[src/hw/rtl/assert_macros.svh]
// Assertion macros shared by the note token parser RTL.
`ifndef ASSERT_MACROS_SVH
`define ASSERT_MACROS_SVH
`ifndef SYNTHESIS
// Property that must hold on every clock edge out of reset.
`define MNTP_ASSERT(lbl, clk, rstn, prop) \
  lbl: assert property (@(posedge clk) disable iff (!rstn) (prop)) \
    else $error("mntp assertion failed");
// Same-cycle implication.
`define MNTP_ASSERT_IMPL(lbl, clk, rstn, ante, cons) \
  lbl: assert property (@(posedge clk) disable iff (!rstn) (ante) |-> (cons)) \
    else $error("mntp implication failed");
// Next-cycle implication.
`define MNTP_ASSERT_NEXT(lbl, clk, rstn, ante, cons) \
  lbl: assert property (@(posedge clk) disable iff (!rstn) (ante) |=> (cons)) \
    else $error("mntp next-cycle implication failed");
`else
`define MNTP_ASSERT(lbl, clk, rstn, prop)
`define MNTP_ASSERT_IMPL(lbl, clk, rstn, ante, cons)
`define MNTP_ASSERT_NEXT(lbl, clk, rstn, ante, cons)
`endif
`endif

[src/hw/rtl/mntp_pkg.sv]
// Shared types and constants of the note token parser.
package mntp_pkg;

  // Default parameter values
  localparam int DEF_QUANT_UNITS = 64;
  localparam int DEF_BASE_OCTAVE = 3;

  // Field widths and limits
  localparam int CHAR_W = 8;
  localparam int DV_W   = 10;
  localparam int LEN_W  = 7;
  localparam logic [DV_W-1:0]  DV_MAX  = 10'd1023;
  localparam logic [LEN_W-1:0] LEN_MAX = 7'd127;
  localparam logic signed [3:0] ALT_MAX = 4'sd4;
  localparam logic signed [3:0] ALT_MIN = -4'sd4;
  localparam logic signed [4:0] OCT_MAX = 5'sd15;
  localparam logic signed [4:0] OCT_MIN = -5'sd16;
  localparam logic [3:0] DOTS_MAX = 4'd15;
  localparam logic [2:0] PITCH_REST = 3'd7;

  // Character codes
  localparam logic [CHAR_W-1:0] CH_A     = 8'h61;
  localparam logic [CHAR_W-1:0] CH_G     = 8'h67;
  localparam logic [CHAR_W-1:0] CH_R     = 8'h72;
  localparam logic [CHAR_W-1:0] CH_I     = 8'h69;
  localparam logic [CHAR_W-1:0] CH_E     = 8'h65;
  localparam logic [CHAR_W-1:0] CH_S     = 8'h73;
  localparam logic [CHAR_W-1:0] CH_QUOTE = 8'h27;
  localparam logic [CHAR_W-1:0] CH_COMMA = 8'h2C;
  localparam logic [CHAR_W-1:0] CH_DOT   = 8'h2E;
  localparam logic [CHAR_W-1:0] CH_0     = 8'h30;
  localparam logic [CHAR_W-1:0] CH_9     = 8'h39;

  // Grammar position inside a token
  typedef enum logic [2:0] {
    PH_PITCH = 3'd0,
    PH_ACC   = 3'd1,
    PH_OCT   = 3'd2,
    PH_DIG   = 3'd3,
    PH_DOT   = 3'd4
  } phase_t;

  // Accidental letter waiting for its 's'
  typedef enum logic [1:0] {
    PEND_NONE = 2'd0,
    PEND_I    = 2'd1,
    PEND_E    = 2'd2
  } pend_t;

  // Controller states
  typedef enum logic [2:0] {
    ST_RUN  = 3'd0,
    ST_EVAL = 3'd1,
    ST_DIV  = 3'd2,
    ST_DOTS = 3'd3,
    ST_FIN  = 3'd4
  } ctrl_state_t;

  // Controller to datapath
  typedef struct packed {
    logic take_char;
    logic div_start;
    logic div_step;
    logic dot_step;
    logic load_out;
  } cmd_t;

  // Datapath to controller
  typedef struct packed {
    logic err_gram;
    logic dv_zero;
    logic div_done;
    logic dots_done;
  } sts_t;

  // One result word
  typedef struct packed {
    logic              valid_res;
    logic [2:0]        pitch;
    logic signed [3:0] alteration;
    logic signed [4:0] octave;
    logic [LEN_W-1:0]  note_length;
    logic              bad_accidental;
    logic              saturated;
  } res_t;

endpackage

[src/hw/rtl/mntp_ctrl.sv]
// Sequencing controller of the note token parser.
`include "assert_macros.svh"

module mntp_ctrl (
  input  logic           clk,
  input  logic           rst_n,
  input  logic           in_tvalid,
  input  logic           in_tlast,
  output logic           in_tready,
  output logic           out_tvalid,
  input  logic           out_tready,
  output mntp_pkg::cmd_t cmd,
  input  mntp_pkg::sts_t sts
);

  mntp_pkg::ctrl_state_t state_r, state_nxt;
  logic out_valid_r, out_valid_nxt;
  logic out_free;

  assign out_free   = !out_valid_r || out_tready;
  assign out_tvalid = out_valid_r;

  // Next state
  always_comb begin
    state_nxt = state_r;
    unique case (state_r)
      mntp_pkg::ST_RUN: begin
        if (in_tvalid && in_tlast) state_nxt = mntp_pkg::ST_EVAL;
      end
      mntp_pkg::ST_EVAL: begin
        if (sts.err_gram || sts.dv_zero) state_nxt = mntp_pkg::ST_FIN;
        else state_nxt = mntp_pkg::ST_DIV;
      end
      mntp_pkg::ST_DIV: begin
        if (sts.div_done) state_nxt = mntp_pkg::ST_DOTS;
      end
      mntp_pkg::ST_DOTS: begin
        if (sts.dots_done) state_nxt = mntp_pkg::ST_FIN;
      end
      mntp_pkg::ST_FIN: begin
        if (out_free) state_nxt = mntp_pkg::ST_RUN;
      end
      default: state_nxt = mntp_pkg::ST_RUN;
    endcase
  end

  // Outputs
  always_comb begin
    cmd       = '0;
    in_tready = 1'b0;
    unique case (state_r)
      mntp_pkg::ST_RUN: begin
        in_tready     = 1'b1;
        cmd.take_char = in_tvalid;
      end
      mntp_pkg::ST_EVAL: begin
        cmd.div_start = !(sts.err_gram || sts.dv_zero);
      end
      mntp_pkg::ST_DIV: begin
        cmd.div_step = 1'b1;
      end
      mntp_pkg::ST_DOTS: begin
        cmd.dot_step = !sts.dots_done;
      end
      mntp_pkg::ST_FIN: begin
        cmd.load_out = out_free;
      end
      default: begin
        cmd = '0;
      end
    endcase
  end

  // Output word valid flag
  always_comb begin
    out_valid_nxt = out_valid_r;
    if (cmd.load_out) out_valid_nxt = 1'b1;
    else if (out_tready) out_valid_nxt = 1'b0;
  end

  always_ff @(posedge clk) begin
    if (!rst_n) begin
      state_r     <= mntp_pkg::ST_RUN;
      out_valid_r <= 1'b0;
    end else begin
      state_r     <= state_nxt;
      out_valid_r <= out_valid_nxt;
    end
  end

  `MNTP_ASSERT_IMPL(a_load_into_free_slot, clk, rst_n, cmd.load_out, out_free)
  `MNTP_ASSERT_NEXT(a_load_shows_word, clk, rst_n, cmd.load_out, out_tvalid)
  `MNTP_ASSERT_IMPL(a_eval_after_last, clk, rst_n, state_r == mntp_pkg::ST_EVAL,
                    $past(in_tvalid && in_tready && in_tlast))

endmodule

[src/hw/rtl/mntp_dp.sv]
// Datapath of the note token parser: token state, divider, dot adder, result word.
`include "assert_macros.svh"

module mntp_dp #(
  parameter int QUANT_UNITS = mntp_pkg::DEF_QUANT_UNITS,
  parameter int BASE_OCTAVE = mntp_pkg::DEF_BASE_OCTAVE
) (
  input  logic                          clk,
  input  logic                          rst_n,
  input  logic [mntp_pkg::CHAR_W-1:0]   ch,
  input  mntp_pkg::cmd_t                cmd,
  output mntp_pkg::sts_t                sts,
  output mntp_pkg::res_t                res
);

  localparam int QW    = $clog2(QUANT_UNITS + 1);
  localparam int CW    = (QW > 1) ? $clog2(QW) : 1;
  localparam int ACC_W = QW + 1;
  localparam int EXT_W = (ACC_W > mntp_pkg::LEN_W) ? ACC_W : mntp_pkg::LEN_W;
  localparam int DV_W  = mntp_pkg::DV_W;
  localparam logic [QW-1:0] QV = QW'(QUANT_UNITS);
  localparam logic signed [4:0] OCT_BASE = 5'(BASE_OCTAVE);

  // Token state
  mntp_pkg::phase_t phase_r, phase_nxt;
  mntp_pkg::pend_t  pend_r, pend_nxt;
  logic [2:0]        pitch_r, pitch_nxt;
  logic signed [3:0] alt_r, alt_nxt;
  logic signed [4:0] oct_r, oct_nxt;
  logic [DV_W-1:0]   dv_r, dv_nxt;
  logic [3:0]        dots_r, dots_nxt;
  logic              gram_r, gram_nxt;
  logic              bad_r, bad_nxt;
  logic              sat_r, sat_nxt;
  logic [mntp_pkg::LEN_W-1:0] last_dur_r, last_dur_nxt;

  // Divider and dot adder
  logic [DV_W-1:0]  rem_r, rem_nxt;
  logic [QW-1:0]    quo_r, quo_nxt;
  logic [CW-1:0]    cnt_r, cnt_nxt;
  logic [ACC_W-1:0] acc_r, acc_nxt;
  logic [QW-1:0]    inc_r, inc_nxt;
  logic [DV_W:0]    rem_sh;
  logic [DV_W:0]    rem_sub;
  logic             ge;
  logic [QW-1:0]    quo_step;

  // Character decode helpers
  logic [13:0] dv_prod;
  logic [3:0]  digit;

  // Result assembly
  mntp_pkg::res_t res_r, res_nxt;
  logic [EXT_W-1:0]           acc_ext;
  logic                       clip;
  logic [mntp_pkg::LEN_W-1:0] dur;

  assign digit   = 4'(ch - mntp_pkg::CH_0);
  assign dv_prod = {dv_r, 3'b000} + {3'b000, dv_r, 1'b0} + {10'd0, digit};

  // Restoring divide step: constant dividend, digit value as divisor
  assign rem_sh   = {rem_r, QV[cnt_r]};
  assign ge       = rem_sh >= {1'b0, dv_r};
  assign rem_sub  = rem_sh - {1'b0, dv_r};
  assign quo_step = (quo_r << 1) | QW'(ge);

  assign sts.err_gram  = gram_r;
  assign sts.dv_zero   = (dv_r == '0);
  assign sts.div_done  = (cnt_r == '0);
  assign sts.dots_done = (dots_r == 4'd0) || (inc_r == '0);

  // Token state update per character
  always_comb begin
    phase_nxt = phase_r;
    pend_nxt  = pend_r;
    pitch_nxt = pitch_r;
    alt_nxt   = alt_r;
    oct_nxt   = oct_r;
    dv_nxt    = dv_r;
    dots_nxt  = dots_r;
    gram_nxt  = gram_r;
    bad_nxt   = bad_r;
    sat_nxt   = sat_r;
    if (cmd.take_char && !gram_r) begin
      if (phase_r == mntp_pkg::PH_PITCH) begin
        if (ch >= mntp_pkg::CH_A && ch <= mntp_pkg::CH_G) begin
          pitch_nxt = 3'(ch - mntp_pkg::CH_A);
          phase_nxt = mntp_pkg::PH_ACC;
        end else if (ch == mntp_pkg::CH_R) begin
          pitch_nxt = mntp_pkg::PITCH_REST;
          phase_nxt = mntp_pkg::PH_ACC;
        end else begin
          gram_nxt = 1'b1;
        end
      end else if (ch == mntp_pkg::CH_I || ch == mntp_pkg::CH_E || ch == mntp_pkg::CH_S) begin
        if (phase_r != mntp_pkg::PH_ACC) begin
          gram_nxt = 1'b1;
        end else if (ch == mntp_pkg::CH_S) begin
          // 's' closes a pending letter
          if (pend_r == mntp_pkg::PEND_I) begin
            if (alt_r == mntp_pkg::ALT_MAX) sat_nxt = 1'b1;
            else alt_nxt = alt_r + 4'sd1;
          end else if (pend_r == mntp_pkg::PEND_E) begin
            if (alt_r == mntp_pkg::ALT_MIN) sat_nxt = 1'b1;
            else alt_nxt = alt_r - 4'sd1;
          end else begin
            bad_nxt = 1'b1;
          end
          pend_nxt = mntp_pkg::PEND_NONE;
        end else begin
          if (pend_r != mntp_pkg::PEND_NONE) bad_nxt = 1'b1;
          pend_nxt = (ch == mntp_pkg::CH_I) ? mntp_pkg::PEND_I : mntp_pkg::PEND_E;
        end
      end else if (ch == mntp_pkg::CH_QUOTE || ch == mntp_pkg::CH_COMMA) begin
        if (phase_r > mntp_pkg::PH_OCT) begin
          gram_nxt = 1'b1;
        end else begin
          if (pend_r != mntp_pkg::PEND_NONE) bad_nxt = 1'b1;
          pend_nxt  = mntp_pkg::PEND_NONE;
          phase_nxt = mntp_pkg::PH_OCT;
          if (ch == mntp_pkg::CH_QUOTE) begin
            if (oct_r == mntp_pkg::OCT_MAX) sat_nxt = 1'b1;
            else oct_nxt = oct_r + 5'sd1;
          end else begin
            if (oct_r == mntp_pkg::OCT_MIN) sat_nxt = 1'b1;
            else oct_nxt = oct_r - 5'sd1;
          end
        end
      end else if (ch >= mntp_pkg::CH_0 && ch <= mntp_pkg::CH_9) begin
        if (phase_r > mntp_pkg::PH_DIG) begin
          gram_nxt = 1'b1;
        end else begin
          if (pend_r != mntp_pkg::PEND_NONE) bad_nxt = 1'b1;
          pend_nxt  = mntp_pkg::PEND_NONE;
          phase_nxt = mntp_pkg::PH_DIG;
          if (dv_prod > 14'(mntp_pkg::DV_MAX)) begin
            dv_nxt  = mntp_pkg::DV_MAX;
            sat_nxt = 1'b1;
          end else begin
            dv_nxt = dv_prod[DV_W-1:0];
          end
        end
      end else if (ch == mntp_pkg::CH_DOT) begin
        if (pend_r != mntp_pkg::PEND_NONE) bad_nxt = 1'b1;
        pend_nxt  = mntp_pkg::PEND_NONE;
        phase_nxt = mntp_pkg::PH_DOT;
        if (dots_r != mntp_pkg::DOTS_MAX) dots_nxt = dots_r + 4'd1;
      end else begin
        gram_nxt = 1'b1;
      end
    end
    // dot loop counts the dots down
    if (cmd.dot_step) dots_nxt = dots_r - 4'd1;
  end

  // Divider and dot adder
  always_comb begin
    rem_nxt = rem_r;
    quo_nxt = quo_r;
    cnt_nxt = cnt_r;
    acc_nxt = acc_r;
    inc_nxt = inc_r;
    if (cmd.div_start) begin
      rem_nxt = '0;
      quo_nxt = '0;
      cnt_nxt = CW'(QW - 1);
    end else if (cmd.div_step) begin
      rem_nxt = ge ? rem_sub[DV_W-1:0] : rem_sh[DV_W-1:0];
      quo_nxt = quo_step;
      cnt_nxt = cnt_r - CW'(1);
      if (cnt_r == '0) begin
        acc_nxt = ACC_W'(quo_step);
        inc_nxt = quo_step >> 1;
      end
    end else if (cmd.dot_step) begin
      acc_nxt = acc_r + ACC_W'(inc_r);
      inc_nxt = inc_r >> 1;
    end
  end

  // Result word at token end
  assign acc_ext = EXT_W'(acc_r);
  assign clip    = acc_ext > EXT_W'(mntp_pkg::LEN_MAX);
  always_comb begin
    dur = sts.dv_zero ? last_dur_r
                      : (clip ? mntp_pkg::LEN_MAX : acc_ext[mntp_pkg::LEN_W-1:0]);
    res_nxt      = '0;
    last_dur_nxt = last_dur_r;
    if (!gram_r) begin
      res_nxt.valid_res      = (dur != '0);
      res_nxt.pitch          = pitch_r;
      res_nxt.alteration     = alt_r;
      res_nxt.octave         = oct_r;
      res_nxt.note_length    = dur;
      res_nxt.bad_accidental = bad_r || (pend_r != mntp_pkg::PEND_NONE);
      res_nxt.saturated      = sat_r || (!sts.dv_zero && clip);
      if (cmd.load_out && dur != '0) last_dur_nxt = dur;
    end
  end

  // Control state with reset, cleared again after each token
  always_ff @(posedge clk) begin
    if (!rst_n || cmd.load_out) begin
      phase_r <= mntp_pkg::PH_PITCH;
      pend_r  <= mntp_pkg::PEND_NONE;
      pitch_r <= '0;
      alt_r   <= '0;
      oct_r   <= OCT_BASE;
      dv_r    <= '0;
      dots_r  <= '0;
      gram_r  <= 1'b0;
      bad_r   <= 1'b0;
      sat_r   <= 1'b0;
    end else begin
      phase_r <= phase_nxt;
      pend_r  <= pend_nxt;
      pitch_r <= pitch_nxt;
      alt_r   <= alt_nxt;
      oct_r   <= oct_nxt;
      dv_r    <= dv_nxt;
      dots_r  <= dots_nxt;
      gram_r  <= gram_nxt;
      bad_r   <= bad_nxt;
      sat_r   <= sat_nxt;
    end
  end

  always_ff @(posedge clk) begin
    if (!rst_n) begin
      last_dur_r <= '0;
    end else begin
      last_dur_r <= last_dur_nxt;
    end
  end

  // Work registers and result word
  always_ff @(posedge clk) begin
    rem_r <= rem_nxt;
    quo_r <= quo_nxt;
    cnt_r <= cnt_nxt;
    acc_r <= acc_nxt;
    inc_r <= inc_nxt;
    if (cmd.load_out) res_r <= res_nxt;
  end

  assign res = res_r;

  `MNTP_ASSERT_IMPL(a_no_div_by_zero, clk, rst_n, cmd.div_step, dv_r != '0)
  `MNTP_ASSERT(a_one_command, clk, rst_n, $onehot0(cmd))
  `MNTP_ASSERT_IMPL(a_dot_step_live, clk, rst_n, cmd.dot_step,
                    dots_r != 4'd0 && inc_r != '0)

endmodule

[src/hw/rtl/music_note_token_parser_unit.sv]
// Top level of the note token parser: controller, datapath and stream ports.
//
// Takes a note token one ASCII character per word, tlast on the final
// character, and returns one result word per token. Characters are
// taken as they arrive while the block is not busy. After the final
// character the block decides the path; then, when the token has no
// grammar error and a nonzero digit value, it runs the bit-serial
// restoring divider, steps the dot loop once per dot until the dots run
// out or the dot increment reaches zero, and leaves the dot loop; last it
// loads the output register once it is free. Input stays stalled only
// during that end-of-token work; a finished word in the output register
// does not hold up the characters of the next token.
module music_note_token_parser_unit #(
  parameter int QUANT_UNITS = mntp_pkg::DEF_QUANT_UNITS,
  parameter int BASE_OCTAVE = mntp_pkg::DEF_BASE_OCTAVE
) (
  input  logic        clk,
  input  logic        rst_n,
  input  logic        in_tvalid,
  output logic        in_tready,
  input  logic [7:0]  in_tdata,   // [7:0] character
  input  logic        in_tlast,   // last_char
  output logic        out_tvalid,
  input  logic        out_tready,
  output logic [23:0] out_tdata,  // [2:0] pitch, [6:3] alteration, [11:7] octave,
                                  // [18:12] note_length, [23:19] zero
  output logic [2:0]  out_tuser   // [0] valid_res, [1] bad_accidental, [2] saturated
);

  mntp_pkg::cmd_t cmd;
  mntp_pkg::sts_t sts;
  mntp_pkg::res_t res;

  mntp_ctrl u_ctrl (
    .clk        (clk),
    .rst_n      (rst_n),
    .in_tvalid  (in_tvalid),
    .in_tlast   (in_tlast),
    .in_tready  (in_tready),
    .out_tvalid (out_tvalid),
    .out_tready (out_tready),
    .cmd        (cmd),
    .sts        (sts)
  );

  mntp_dp #(
    .QUANT_UNITS (QUANT_UNITS),
    .BASE_OCTAVE (BASE_OCTAVE)
  ) u_dp (
    .clk   (clk),
    .rst_n (rst_n),
    .ch    (in_tdata),
    .cmd   (cmd),
    .sts   (sts),
    .res   (res)
  );

  // Pack the result word
  assign out_tdata = {5'd0, res.note_length, res.octave, res.alteration, res.pitch};
  assign out_tuser = {res.saturated, res.bad_accidental, res.valid_res};

endmodule
[config.mk]
export PLATFORM = sky130hd
export DESIGN_NAME = music_note_token_parser_unit
export DESIGN_NICKNAME = d
export VERILOG_FILES = /design/src/hw/rtl/mntp_pkg.sv /design/src/hw/rtl/mntp_ctrl.sv /design/src/hw/rtl/mntp_dp.sv /design/src/hw/rtl/music_note_token_parser_unit.sv
export VERILOG_INCLUDE_DIRS = /design/src /design/src/hw/rtl
export SDC_FILE = /design/constraint.sdc
export NUM_CORES = 1
export LEC_CHECK = 0
export BUFFER_PORTS_ARGS = -buffer_cell sky130_fd_sc_hd__buf_4
export CELL_PAD_IN_SITES_DETAIL_PLACEMENT = 1
export CELL_PAD_IN_SITES_GLOBAL_PLACEMENT = 1
export CORE_ASPECT_RATIO = 1.2
export CORE_MARGIN = 5
export CORE_UTILIZATION = 51
export DETAILED_ROUTE_END_ITERATION = 8
export GPL_TIMING_DRIVEN = 0
export PLACE_DENSITY = 0.93
export SLEW_MARGIN = 20
export SYNTH_ARGS = -nofsm -noshare
export SYNTH_HDL_FRONTEND = slang
export SYNTH_SLANG_ARGS = --single-unit
[constraint.sdc]
create_clock -name clk -period 8.6 [get_ports clk]
set_input_delay 0.43 -clock clk [delete_from_list [all_inputs] [get_ports clk]]
set_output_delay 0.43 -clock clk [all_outputs]
set_load 0.01 [all_outputs]
==> metrics <==
status=complete, no violations; CP max FO=10; gr usage total=26.34%; Synth area leaders=dfxtp_1, edfxtp_1, ha_1; DP Wirelength=13.37 mm; Setup Skew=11.26 ps; post-synthesis xor/xnor area fraction=3.945%; CTS tree=built; number of global-route vias before repair=6196; Clock Path Buffers=2; Clock Latency Late Sink=360 ps; Syn Area/Cell=9.022 um2; mux share of post-synthesis cell area=1.349%; Syn Inst Count=689; Pleak=2.801 nW; Setup CP Type=register to register; port bufs=36; initial antenna violation count=0; most common cell after layout, fill and taps aside=nand2_1; synth unique cells=66; fmax=0.2569 GHz; Util after Layout=58.29%; Most used DFF post-synth=dfxtp_1; initial drt markers=352; final setup margin=4708 ps; Layout Nets=812; Pre-Repair DR Iteration Count=5; DIE AREA=0.01451 mm2; initial core utilization=51.79%; Cell Count, Final, Fillers Out=906; leading area contributor after synthesis=dfxtp_1; antenna-violating nets left=0; maxcap violations=0; Die X=110.8 um; synth warn=0; most frequent cells in the layout=nand2_1, dfxtp_1, ha_1; Fin. Hold Viols=0; post-synthesis adder-cell area fraction=12.72%; DRT Wirelength=18.80 mm; final slew viol count=0; Min-Delay Path Class=input pin to register; wire per inst=20.75 um; Clock Tree Root=clkbuf_16; Synth Cell Area=0.006216 mm2; # hold bufs at CTS=0; Period Utilization, post-route=45.26%; flop2flop setup slack=4710 ps; largest family of logic cells by synthesized area=simple AND/OR/NAND/NOR gates; post-synthesis simple-gate area fraction=19.34%; antenna cell count=0; Least-Margin Pin Slew=1015 ps; H-tree levels=3; Post-synth EDFFs=36; first-pass GRT wire length=31.13 mm; critical path arrival=4100 ps; Overflow after GRT=0; Slew Limit Headroom=31.95%; placed cells=890; Boundary Pins=42; Via density=6.177; GP Congestion=0.9144; WP data required=8810 ps; std cell rows=44; critical path endpoint category=register; Seq/Total Area, Yosys=38.33%; Synth Register Bits=101; Compound-Gate Fraction of Synth Area=19.06%; DP Worst Slack=4749 ps; top-area cell type share of the netlist area=20.93%; Resize count post-CTS=0; crit start category=register; Area Growth Syn to Fin=12.54%; largest net degree at the start of global routing=23; pwr dens=174.4 mW/mm2; Fin Setup TNS=0 ps; Clock Sinks=101; cts bufs inserted=9; Synth async-reset ratio=0%; Worst-path clk slew=70 ps; Die Y-Extent=130.9 um; Final setup viols=0; drt drc=0; DR vias=5596; Min Clock Period, post-route=3892 ps; fraction of layout cells with a size suffix above 1=8.591%; Core ar.=0.01200 mm2; worst vdd ir=0.1603 mV; unrepaired setup endpoints after global routing=false; Post-CTS Setup Bufs=0
[per-layer routing]
layer | up-vias | track usage (%) | part of all wire [%]
met1 | 2771 | 28.55 | 39
met5 | - | 0 | 0
met3 | 53 | 4.744 | 3.9
met2 | 171 | 50.75 | 53
met4 | 0 | 11.01 | 3.3
li1 | 2601 | - | -
[worst max-delay path: stages, from the launching register on]
cell,delay [ps]
dfxtp_1,470
fa_1,510
fa_1,500
a21o_1,220
nand4_1,110
a21oi_1,100
or3_1,350
a2111oi_0,850
clkbuf_1,470
a31oi_1,170
[cell type report]
type	count	area [um2]
fillers	1428	5006
multi-input cells	513	3526
flip-flops and latches	101	2382
repair buffers	36	270.3
clock buffers	11	232.7
well taps	161	201.4
inverters	48	180.2
plain buffers	31	142.6
clock inverters	5	60.06
[path summary, 6_finish.rpt]
check | cells after the start | from | to
worst max-delay path | 9 | u_dp.dv_r[0]$_SDFFE_PP0P_ | u_dp.dv_r[2]$_SDFFE_PP0P_
worst max register to register | 9 | u_dp.dv_r[0]$_SDFFE_PP0P_ | u_dp.dv_r[2]$_SDFFE_PP0P_
worst min register to register | 2 | u_dp.quo_r[4]$_SDFFE_PP0P_ | u_dp.quo_r[4]$_SDFFE_PP0P_
worst min-delay path | 2 | in_tdata[0] | u_dp.pitch_r[0]$_SDFFE_PP0P_
[per-stage QoR]
| step | instance area [um2] | total power, W | hold WS (ps) |
|---|---|---|---|
| after CTS | 6995 | 0.001216 | 313.8 |
| after detailed placement | 6703 | 0.0008050 | 445.2 |
| after global placement | 6703 | 0.0007817 | 433.2 |
| after floorplan | 6231 | 0.0007282 | 422.7 |
| final | 6995 | 0.001220 | 308.1 |
| after global routing | 6995 | 0.001270 | 335.2 |
[synthesized netlist by cell type, types with 3 or more instances]
cell	count
nand3_1	9
dfxtp_1	65
o221ai_1	9
a311oi_1	5
a21oi_1	40
nand2b_1	16
ha_1	52
a31oi_1	14
inv_1	48
nand3b_1	3
clkbuf_1	24
o211ai_1	4
nand2_1	66
nor2_1	49
a211oi_1	11
nor4_1	11
mux2i_1	7
or4bb_1	3
xor2_1	11
nor4b_1	3
a21o_1	11
nor2b_1	19
nand4_1	8
o21a_1	4
o311a_1	7
nor3_1	22
buf_4	5
and4_1	3
or3_1	7
o21ai_0	41
o21bai_1	5
edfxtp_1	36
o31ai_1	6
nor3b_1	3
a21boi_0	4
xnor2_1	17
fa_1	7
[registers in the layout (all words and copies together), names as in the netlist]
signal,flops
u_dp.res,22
u_dp.rem_sh,1
u_dp.acc_ext,8
u_dp.gram_r,1
u_ctrl.state_r,3
u_dp.pitch_r,3
u_dp.phase_r,3
u_dp.dots_r,4
u_dp.quo_r,6
u_ctrl.out_tvalid,1
u_dp.dv_r,10
u_dp.cnt_r,3
u_dp.oct_r,5
u_dp.inc_r,6
u_dp.alt_r,4
u_dp.last_dur_r,7
u_dp.pend_r,2
u_dp.sat_r,1
u_dp.rem_r,10
u_dp.bad_r,1
[kinds of logic (layout without fill, tap and decap cells)]
logic type | count (synthesis) | in the layout
DFF | 101 | 101
other | 1 | 5
muxes | 8 | 8
buffers and inverters | 79 | 131
adders and majority gates | 59 | 59
AOI/OAI and AO/OA | 179 | 179
and+or+nand+nor | 234 | 234
xor gates and xnor gates | 28 | 28
[report_power, final]
group	leakage [nW]	total [W]	switching, W	internal [W]
Clock	0.140	0.000418	0.000191	0.000227
Combinational	1.83	0.000263	0.000158	0.000104
Sequential	0.834	0.000540	0.0000198	0.000520
Total	2.80	0.00122	0.000369	0.000851
Power figures use the tool's default switching activity.
